File: config.mk
export PLATFORM = sky130hd
export DESIGN_NAME = utf8_char_ngram_extractor_top_flat
export DESIGN_NICKNAME = d
export VERILOG_FILES = /design/src/u8ng_pkg.sv /design/src/u8ng_if.sv /design/src/utf8_char_ngram_extractor_top.sv /design/src/flat_wrapper.sv
export SDC_FILE = /design/constraint.sdc
export NUM_CORES = 1
export LEC_CHECK = 0
export ABC_AREA = 1
export BUFFER_PORTS_ARGS = -buffer_cell sky130_fd_sc_hd__buf_2
export CAP_MARGIN = 25
export CORE_MARGIN = 1.5
export CORE_UTILIZATION = 40
export DETAILED_ROUTE_END_ITERATION = 7
export GPL_ROUTABILITY_DRIVEN = 0
export SLEW_MARGIN = 10
export SYNTH_ARGS = -nofsm -noshare
export SYNTH_HDL_FRONTEND = slang
export SYNTH_SLANG_ARGS = --single-unit
File: constraint.sdc
create_clock -name clock -period 4.4 [get_ports clock]
set_input_delay 0.22 -clock clock [delete_from_list [all_inputs] [get_ports clock]]
set_output_delay 0.22 -clock clock [all_outputs]
set_load 0.05 [all_outputs]
File: src/u8ng_pkg.sv
package u8ng_pkg;

   localparam int MAX_GRAM   = 8;
   localparam int SLOT_W     = (MAX_GRAM > 1) ? $clog2(MAX_GRAM) : 1;
   localparam int CNT_W      = $clog2(MAX_GRAM + 1);
   localparam int CHAR_BYTES = 4;

   // lead byte class boundaries
   localparam logic [7:0] CONT_BASE  = 8'h80;
   localparam logic [7:0] TWO_BASE   = 8'hC0;
   localparam logic [7:0] THREE_BASE = 8'hE0;
   localparam logic [7:0] FOUR_BASE  = 8'hF0;
   localparam logic [7:0] BAD_BASE   = 8'hF8;

   localparam logic KIND_TEXT = 1'b0;
   localparam logic KIND_EOL  = 1'b1;

   typedef logic [CHAR_BYTES-1:0][7:0] char_type;
   typedef logic [2:0] char_len_type;

   typedef enum logic {
      ST_IDLE,
      ST_EMIT
   } state_type;

   // continuation bytes still expected after this lead byte
   function automatic logic [1:0] extra_bytes(logic [7:0] b);
      logic [1:0] n;
      priority if (b < CONT_BASE)  n = 2'd0;
      else if (b < TWO_BASE)       n = 2'd0;
      else if (b < THREE_BASE)     n = 2'd1;
      else if (b < FOUR_BASE)      n = 2'd2;
      else if (b < BAD_BASE)       n = 2'd3;
      else                         n = 2'd0;
      return n;
   endfunction

   function automatic logic [CNT_W-1:0] eff_gram(logic [3:0] g);
      logic [CNT_W-1:0] n;
      if (g == 4'd0)               n = CNT_W'(1);
      else if (32'(g) > MAX_GRAM)  n = CNT_W'(MAX_GRAM);
      else                         n = CNT_W'(g);
      return n;
   endfunction

endpackage

File: src/u8ng_if.sv
interface u8ng_req_if;
   logic       valid;
   logic       ready;
   logic       kind;
   logic [7:0] byte_value;

   modport source (output valid, kind, byte_value, input ready);
   modport sink   (input valid, kind, byte_value, output ready);
endinterface

interface u8ng_rsp_if;
   logic       valid;
   logic       ready;
   logic [7:0] out_byte;
   logic       gram_end;

   modport source (output valid, out_byte, gram_end, input ready);
   modport sink   (input valid, out_byte, gram_end, output ready);
endinterface

File: src/utf8_char_ngram_extractor_top.sv
// channel   dir  payload                      handshake
// req_bus   in   kind, byte_value             valid/ready
// rsp_bus   out  out_byte, gram_end           valid/ready
// csr       in   csr_wr_data[3:0] gram length csr_wr_en, no wait
//
// A request is taken whenever the block is idle. When it completes a character and the
// line holds enough characters, the block is busy while it emits N to 4N bytes (at most
// 32 at N = 8): the emit sequencer walks the window one byte a cycle through the single
// output register, and rsp stalls hold it back. req ready returns the cycle after
// the last byte is loaded. Synchronous reset; the window itself is never cleared, only
// its head and count.
module utf8_char_ngram_extractor_top (
   input  logic       clock,
   input  logic       reset,
   u8ng_req_if.sink   req_bus,
   u8ng_rsp_if.source rsp_bus,
   input  logic       csr_wr_en,
   input  logic [3:0] csr_wr_data
);
   import u8ng_pkg::*;

   state_type          state_ff, state_in;
   logic [3:0]         gram_ff, gram_in;
   logic [SLOT_W-1:0]  head_ff, head_in;
   logic [SLOT_W-1:0]  base_ff, base_in;
   logic [CNT_W-1:0]   cnt_ff, cnt_in;
   char_type           part_char_ff, part_char_in;
   char_len_type       part_len_ff, part_len_in;
   logic [1:0]         need_ff, need_in;
   logic [CNT_W-1:0]   k_ff, k_in;
   logic [1:0]         idx_ff, idx_in;
   logic               rsp_valid_ff, rsp_valid_in;
   logic [7:0]         rsp_byte_ff, rsp_byte_in;
   logic               rsp_end_ff, rsp_end_in;

   char_type           win_char_ff [MAX_GRAM];
   char_len_type       win_len_ff  [MAX_GRAM];

   logic               req_fire;
   logic               rsp_free;
   logic               commit;
   logic               win_we;
   char_type           c_char;
   char_len_type       c_len;
   logic [SLOT_W-1:0]  head_inc;
   logic [CNT_W-1:0]   cnt_inc;
   logic [CNT_W-1:0]   n_eff;
   logic [CNT_W:0]     base_x, k_x, slot_x;
   logic [SLOT_W-1:0]  rd_slot;
   char_type           rd_char;
   char_len_type       rd_len;
   logic               last_byte;

   assign req_bus.ready    = (state_ff == ST_IDLE);
   assign req_fire         = req_bus.valid && req_bus.ready;
   assign rsp_bus.valid    = rsp_valid_ff;
   assign rsp_bus.out_byte = rsp_byte_ff;
   assign rsp_bus.gram_end = rsp_end_ff;
   assign rsp_free         = !rsp_valid_ff || rsp_bus.ready;

   assign gram_in  = csr_wr_en ? csr_wr_data : gram_ff;
   assign n_eff    = eff_gram(gram_ff);
   assign head_inc = (head_ff == SLOT_W'(MAX_GRAM - 1)) ? '0 : head_ff + 1'b1;
   assign cnt_inc  = (cnt_ff < CNT_W'(MAX_GRAM)) ? cnt_ff + 1'b1 : cnt_ff;

   // slot of the k-th newest character, modulo the window depth
   assign base_x  = (CNT_W + 1)'(base_ff);
   assign k_x     = (CNT_W + 1)'(k_ff);
   assign slot_x  = (base_x >= k_x) ? base_x - k_x
                                    : base_x + (CNT_W + 1)'(MAX_GRAM) - k_x;
   assign rd_slot = slot_x[SLOT_W-1:0];
   assign rd_char = win_char_ff[rd_slot];
   assign rd_len  = win_len_ff[rd_slot];
   assign last_byte = ({1'b0, idx_ff} + 3'd1) >= rd_len;

   always_ff @(posedge clock) begin
      if (reset) begin
         state_ff     <= ST_IDLE;
         gram_ff      <= 4'd1;
         head_ff      <= '0;
         cnt_ff       <= '0;
         part_char_ff <= '0;
         part_len_ff  <= '0;
         need_ff      <= '0;
         rsp_valid_ff <= 1'b0;
      end else begin
         state_ff     <= state_in;
         gram_ff      <= gram_in;
         head_ff      <= head_in;
         cnt_ff       <= cnt_in;
         part_char_ff <= part_char_in;
         part_len_ff  <= part_len_in;
         need_ff      <= need_in;
         rsp_valid_ff <= rsp_valid_in;
      end
   end

   always_ff @(posedge clock) begin
      base_ff     <= base_in;
      k_ff        <= k_in;
      idx_ff      <= idx_in;
      rsp_byte_ff <= rsp_byte_in;
      rsp_end_ff  <= rsp_end_in;
   end

   always_ff @(posedge clock) begin
      if (win_we) begin
         win_char_ff[head_ff] <= c_char;
         win_len_ff[head_ff]  <= c_len;
      end
   end

   always_comb begin
      state_in     = state_ff;
      head_in      = head_ff;
      base_in      = base_ff;
      cnt_in       = cnt_ff;
      part_char_in = part_char_ff;
      part_len_in  = part_len_ff;
      need_in      = need_ff;
      k_in         = k_ff;
      idx_in       = idx_ff;
      rsp_valid_in = rsp_valid_ff && !rsp_bus.ready;
      rsp_byte_in  = rsp_byte_ff;
      rsp_end_in   = rsp_end_ff;
      commit       = 1'b0;
      win_we       = 1'b0;
      c_char       = part_char_ff;
      c_len        = part_len_ff;

      unique case (state_ff)
         ST_IDLE: begin
            if (req_fire) begin
               if (req_bus.kind == KIND_EOL) begin
                  // flush a truncated character with the bytes present
                  commit = (part_len_ff != '0);
               end else begin
                  if (need_ff == 2'd0) begin
                     c_char    = '0;
                     c_char[0] = req_bus.byte_value;
                     c_len     = char_len_type'(1);
                     need_in   = extra_bytes(req_bus.byte_value);
                  end else begin
                     c_char[part_len_ff[1:0]] = req_bus.byte_value;
                     c_len   = part_len_ff + 1'b1;
                     need_in = need_ff - 1'b1;
                  end
                  part_char_in = c_char;
                  part_len_in  = c_len;
                  commit       = (need_in == 2'd0);
               end

               if (commit) begin
                  win_we       = 1'b1;
                  part_char_in = '0;
                  part_len_in  = '0;
                  need_in      = '0;
                  head_in      = head_inc;
                  cnt_in       = cnt_inc;
                  base_in      = head_inc;
                  if (cnt_inc >= n_eff) begin
                     k_in     = n_eff;
                     idx_in   = '0;
                     state_in = ST_EMIT;
                  end
               end

               // window contents stay put; base_ff keeps the emit origin
               if (req_bus.kind == KIND_EOL) begin
                  head_in      = '0;
                  cnt_in       = '0;
                  part_char_in = '0;
                  part_len_in  = '0;
                  need_in      = '0;
               end
            end
         end

         ST_EMIT: begin
            if (rsp_free) begin
               rsp_valid_in = 1'b1;
               rsp_byte_in  = rd_char[idx_ff];
               rsp_end_in   = last_byte && (k_ff == CNT_W'(1));
               if (last_byte) begin
                  idx_in = '0;
                  k_in   = k_ff - 1'b1;
                  if (k_ff == CNT_W'(1)) state_in = ST_IDLE;
               end else begin
                  idx_in = idx_ff + 1'b1;
               end
            end
         end
      endcase
   end

   a_cnt_bound: assert property (@(posedge clock) disable iff (reset)
      cnt_ff <= CNT_W'(MAX_GRAM))
      else $error("line character count above window depth");

   a_k_range: assert property (@(posedge clock) disable iff (reset)
      state_ff == ST_EMIT |-> (k_ff != '0) && (k_ff <= CNT_W'(MAX_GRAM)))
      else $error("emit character counter out of range");

   a_end_idle: assert property (@(posedge clock) disable iff (reset)
      (state_ff == ST_EMIT) && rsp_free && last_byte && (k_ff == CNT_W'(1))
      |=> (state_ff == ST_IDLE) && rsp_valid_ff && rsp_end_ff)
      else $error("gram end not followed by idle");

   a_eol_clear: assert property (@(posedge clock) disable iff (reset)
      req_fire && (req_bus.kind == KIND_EOL)
      |=> (head_ff == '0) && (cnt_ff == '0) && (part_len_ff == '0))
      else $error("end of line did not clear the window");

   a_no_req_busy: assert property (@(posedge clock) disable iff (reset)
      (state_ff == ST_EMIT) && !last_byte |=> state_ff == ST_EMIT)
      else $error("emit left mid character");

endmodule
File: src/flat_wrapper.sv
// flat-port wrapper written by rule: the top's interface ports become plain ports
module utf8_char_ngram_extractor_top_flat import u8ng_pkg::*;
  (clock, reset, csr_wr_en, csr_wr_data, req_bus_valid, req_bus_kind, req_bus_byte_value, req_bus_ready, rsp_bus_valid, rsp_bus_out_byte, rsp_bus_gram_end, rsp_bus_ready);
  u8ng_req_if req_bus_i ();
  u8ng_rsp_if rsp_bus_i ();
  input  logic clock;
  input  logic reset;
  input  logic csr_wr_en;
  input  logic [3:0] csr_wr_data;
  input wire logic [$bits(req_bus_i.valid)-1:0] req_bus_valid;
  input wire logic [$bits(req_bus_i.kind)-1:0] req_bus_kind;
  input wire logic [$bits(req_bus_i.byte_value)-1:0] req_bus_byte_value;
  output wire logic [$bits(req_bus_i.ready)-1:0] req_bus_ready;
  output wire logic [$bits(rsp_bus_i.valid)-1:0] rsp_bus_valid;
  output wire logic [$bits(rsp_bus_i.out_byte)-1:0] rsp_bus_out_byte;
  output wire logic [$bits(rsp_bus_i.gram_end)-1:0] rsp_bus_gram_end;
  input wire logic [$bits(rsp_bus_i.ready)-1:0] rsp_bus_ready;
  assign req_bus_i.valid = req_bus_valid;
  assign req_bus_i.kind = req_bus_kind;
  assign req_bus_i.byte_value = req_bus_byte_value;
  assign req_bus_ready = req_bus_i.ready;
  assign rsp_bus_valid = rsp_bus_i.valid;
  assign rsp_bus_out_byte = rsp_bus_i.out_byte;
  assign rsp_bus_gram_end = rsp_bus_i.gram_end;
  assign rsp_bus_i.ready = rsp_bus_ready;
  utf8_char_ngram_extractor_top u_core (.clock(clock), .reset(reset), .req_bus(req_bus_i), .rsp_bus(rsp_bus_i), .csr_wr_en(csr_wr_en), .csr_wr_data(csr_wr_data));
endmodule
==> results.md <==
* Main flop type after synthesis: edfxtp_1
* H-tree lvl count at 2
* Critical-path top delay cell: buf_4
* # setup viols final at 0
* Critical path peak fanout at 72
* R2R Setup Slk at 1240 ps
* I/O pin cnt at 29
* Register share of total power at 0.446
* I/O Buffers at 28
* 1st-iter DRT viols at 1035
* Gr usage total at 0.1874
* Max Cap Violations at 0
* Hold Path Class: in2reg
* Sequential area share after synthesis at 0.6644
* Post-synth EDFFs at 298
* Total gr overflow at 0
* First-pass GRT wire length at 55.95 mm
* Worst slew pin tran at 1097 ps
* Yosys cell types at 30
* Final period utilization at 0.7184
* Post-route ant nets at 0
* Clock Skew at 13.82 ps
* Unrepaired setup endpoints after global routing: no
* TritonCTS buffer count at 38
* VDD IR-drop max at 0.0003135 V
* Row count at 70
* Die span in y at 196.5 µm
* Die ar. at 38610 µm²
* Post-CTS Resized at 0
* First drt pass iteration count at 5
* Largest net degree at the start of global routing at 73
* Worst path cell trace: ha_4 -> buf_4 -> buf_4 -> nand2_1 -> a21oi_1 -> o21ai_0 -> nand3_1 -> nand3_1 -> nand2_1
* Worst Path Class, Setup: reg2reg
* Filler Cells Inserted at 3286
* Layout area overhead at 14.12%
* Via/cell ratio at 5.254
* Core area at 36700 µm²
* Setup TNS at 0 ps
* Wirelength per Cell at 18.19 µm
* Clock power frac at 0.408
* ANT cells at 0
* Slew Limit Fails at 0
* # DRC at 0
* Clk sinks at 348
* Post-DP Area at 15670 µm²
* Worst-Skew Late Latency at 520 ps
* Cell with the most instances after synthesis: nand2_1
* Root buf cell: clkbuf_16
* Switching power at 2.134 mW
* Min Tclk post-route at 3161 ps
* Startpoint types: register
* Cell-internal power at 6.072 mW
* Synth Instances at 1447
* Mapped Avg Cell Area at 10.35 µm²
* Number of global-route vias before repair at 9856
* TritonCTS clock tree: built
* Combinational cell fraction of total power at 0.145
* Synth top area share at 0.5975
* Synth async-reset ratio at 0
* Synthesis-stage register bit count at 348
* Finished Cell Area at 17090 µm²
* Power, Total at 8.206 mW
* Final core utilization at 0.4657
* WP buf/inv at 2
* Syn nets at 1484
* DP Wirelength at 19.92 mm
* Yosys warnings at 0
* Hold Fails Final Rpt at 0
* Die W at 196.5 µm
* # nets final at 1512
* Largest area contributor in the netlist: edfxtp_1
* Number of setup buffers added after CTS at 0
* Initial antenna violation count at 0
* Clock Tree Buf Depth at 3
* Slew headroom at 0.2607
* Final wirelength at 35.80 mm
* Sw Ratio at 0.2601
* Share of layout cells above drive strength 1 at 0.1000
* Achievable frequency at 316.3 MHz
* CP Capture Type: register
* CTS clock-pin slew for the worst setup and hold paths at 60 ps
* Vias at 10340
* Crit path max-delay family: buffers and inverters
* Synth cell count leaders: nand2_1, edfxtp_1, nand3_1
* CP peak stage delay at 730 ps
* Pwr/cell area at 480.2 nW/µm²
* Synth top area cells: edfxtp_1, nand2_1, dfxtp_1, nand3_1, a21oi_1
* Status: complete, no violations
* Arrival @ worst endpoint at 3540 ps
* Critical Path RT at 4780 ps
* Synth Cell Area at 14980 µm²
* Pleak at 6.145 nW
* Initial Utilization at 0.4081
## state kept, by name, indices dropped and copies added (netlist names)
signal and count:
u_core.state_ff 1, u_core.cnt_ff 4, u_core.part_char_ff 32, u_core.base_ff 3, u_core.k_ff 4, u_core.win_len_ff 24, u_core.head_ff 3, u_core.rsp_bus.out_byte 8
u_core.need_ff 2, u_core.win_char_ff 256, u_core.rsp_bus.valid 1, u_core.part_len_ff 3, u_core.gram_ff 4, u_core.idx_ff 2, u_core.rsp_bus.gram_end 1
## through the flow
step	setup slack, ps	std cells	hold slack, ps
4_1_cts	1240	1961	6.900
3_3_place_gp	1264	1887	437.0
2_1_floorplan	1163	1447	342.1
5_1_grt	999.0	1968	79.07
3_5_place_dp	1281	1890	441.0
6_report	1239	1968	39.48
## final cells by class
type / count / area, µm² / area share
Clock buffer: 47 / 1049 / 0.06135
Multi-Input combinational cell: 947 / 4483 / 0.2623
Inverter: 69 / 261.5 / 0.01530
Sequential cell: 348 / 9950 / 0.5822
Clock inverter: 18 / 269.0 / 0.01574
Tap cell: 468 / 585.6 / 0.03426
Timing Repair Buffer: 71 / 493.0 / 0.02885
## per-layer routing
layer	GRT usage	wire length [µm]	vias up
met5	0	0	-
met4	0.05413	740	0
met3	0.02584	1981	62
met2	0.3132	16840	322
met1	0.2555	16240	4921
li1	-	-	5034
## layout by cell type, fill, tap and decap left out, types with 2 or more instances in the layout
cell	netlist	final
clkbuf_4	0	4
clkbuf_16	0	41
nand2_2	6	6
o21bai_1	9	9
nand3_1	142	142
clkbuf_1	37	6
bufinv_16	0	7
buf_12	0	2
inv_1	65	65
clkinv_2	0	7
inv_2	4	3
buf_4	8	27
xor2_1	4	3
dfxtp_1	50	50
a21oi_1	130	130
nand2_1	474	474
ha_1	18	17
o22ai_1	5	5
clkinv_1	0	2
nor2_1	30	22
dlygate4sd3_1	0	6
o221ai_1	2	2
o21ai_1	2	2
nand4_1	5	5
o21ai_0	107	107
xnor2_1	3	2
buf_2	34	32
edfxtp_1	298	298
nor2_4	4	12
## worst reg2reg max path, stage by stage, from the launching register on
cell      delay [ps]
edfxtp_1         480
ha_4             410
buf_4            550
buf_4            750
nand2_1          160
a21oi_1          170
o21ai_0          110
nand3_1           90
nand3_1          180
nand2_1          130
## final timing paths
| kind | start | end | cells past startpoint |
|---|---|---|---|
| setup reg to reg | u_core.k_ff[0] | u_core.rsp_bus.out_byte[0] | 9 |
| hold reg to reg | u_core.part_char_ff[8] | u_core.part_char_ff[8] | 2 |
| setup / recovery | u_core.k_ff[0] | u_core.rsp_bus.out_byte[0] | 9 |
| hold / removal | csr_wr_en | u_core.gram_ff[2] | 3 |
## logic make-up after synthesis
| logic type | after synthesis | share of synthesized area |
|---|---|---|
| fa+ha+maj | 19 | 0.01638 |
| compound gates | 257 | 0.08881 |
| simple gates | 664 | 0.1833 |
| buf+inv | 152 | 0.04303 |
| flops | 348 | 0.6644 |
| xor+xnor | 7 | 0.004094 |
## power groups by stage
stage	clock, mW	sequential, mW	combinational [mW]
after floorplan	0	3.74	0.831
after global placement	0	3.73	1.17
after detailed placement	0	3.73	1.19
after CTS	3.41	3.66	1.20
after global routing	3.53	3.67	1.34
final	3.35	3.66	1.19
## timing repair
action	in CTS	in global routing
hold buffers	6	0
endpoints found under the setup margin	0	0
hold endpoints to repair	5	0
No activity file was read; power rests on OpenSTA's default activity.
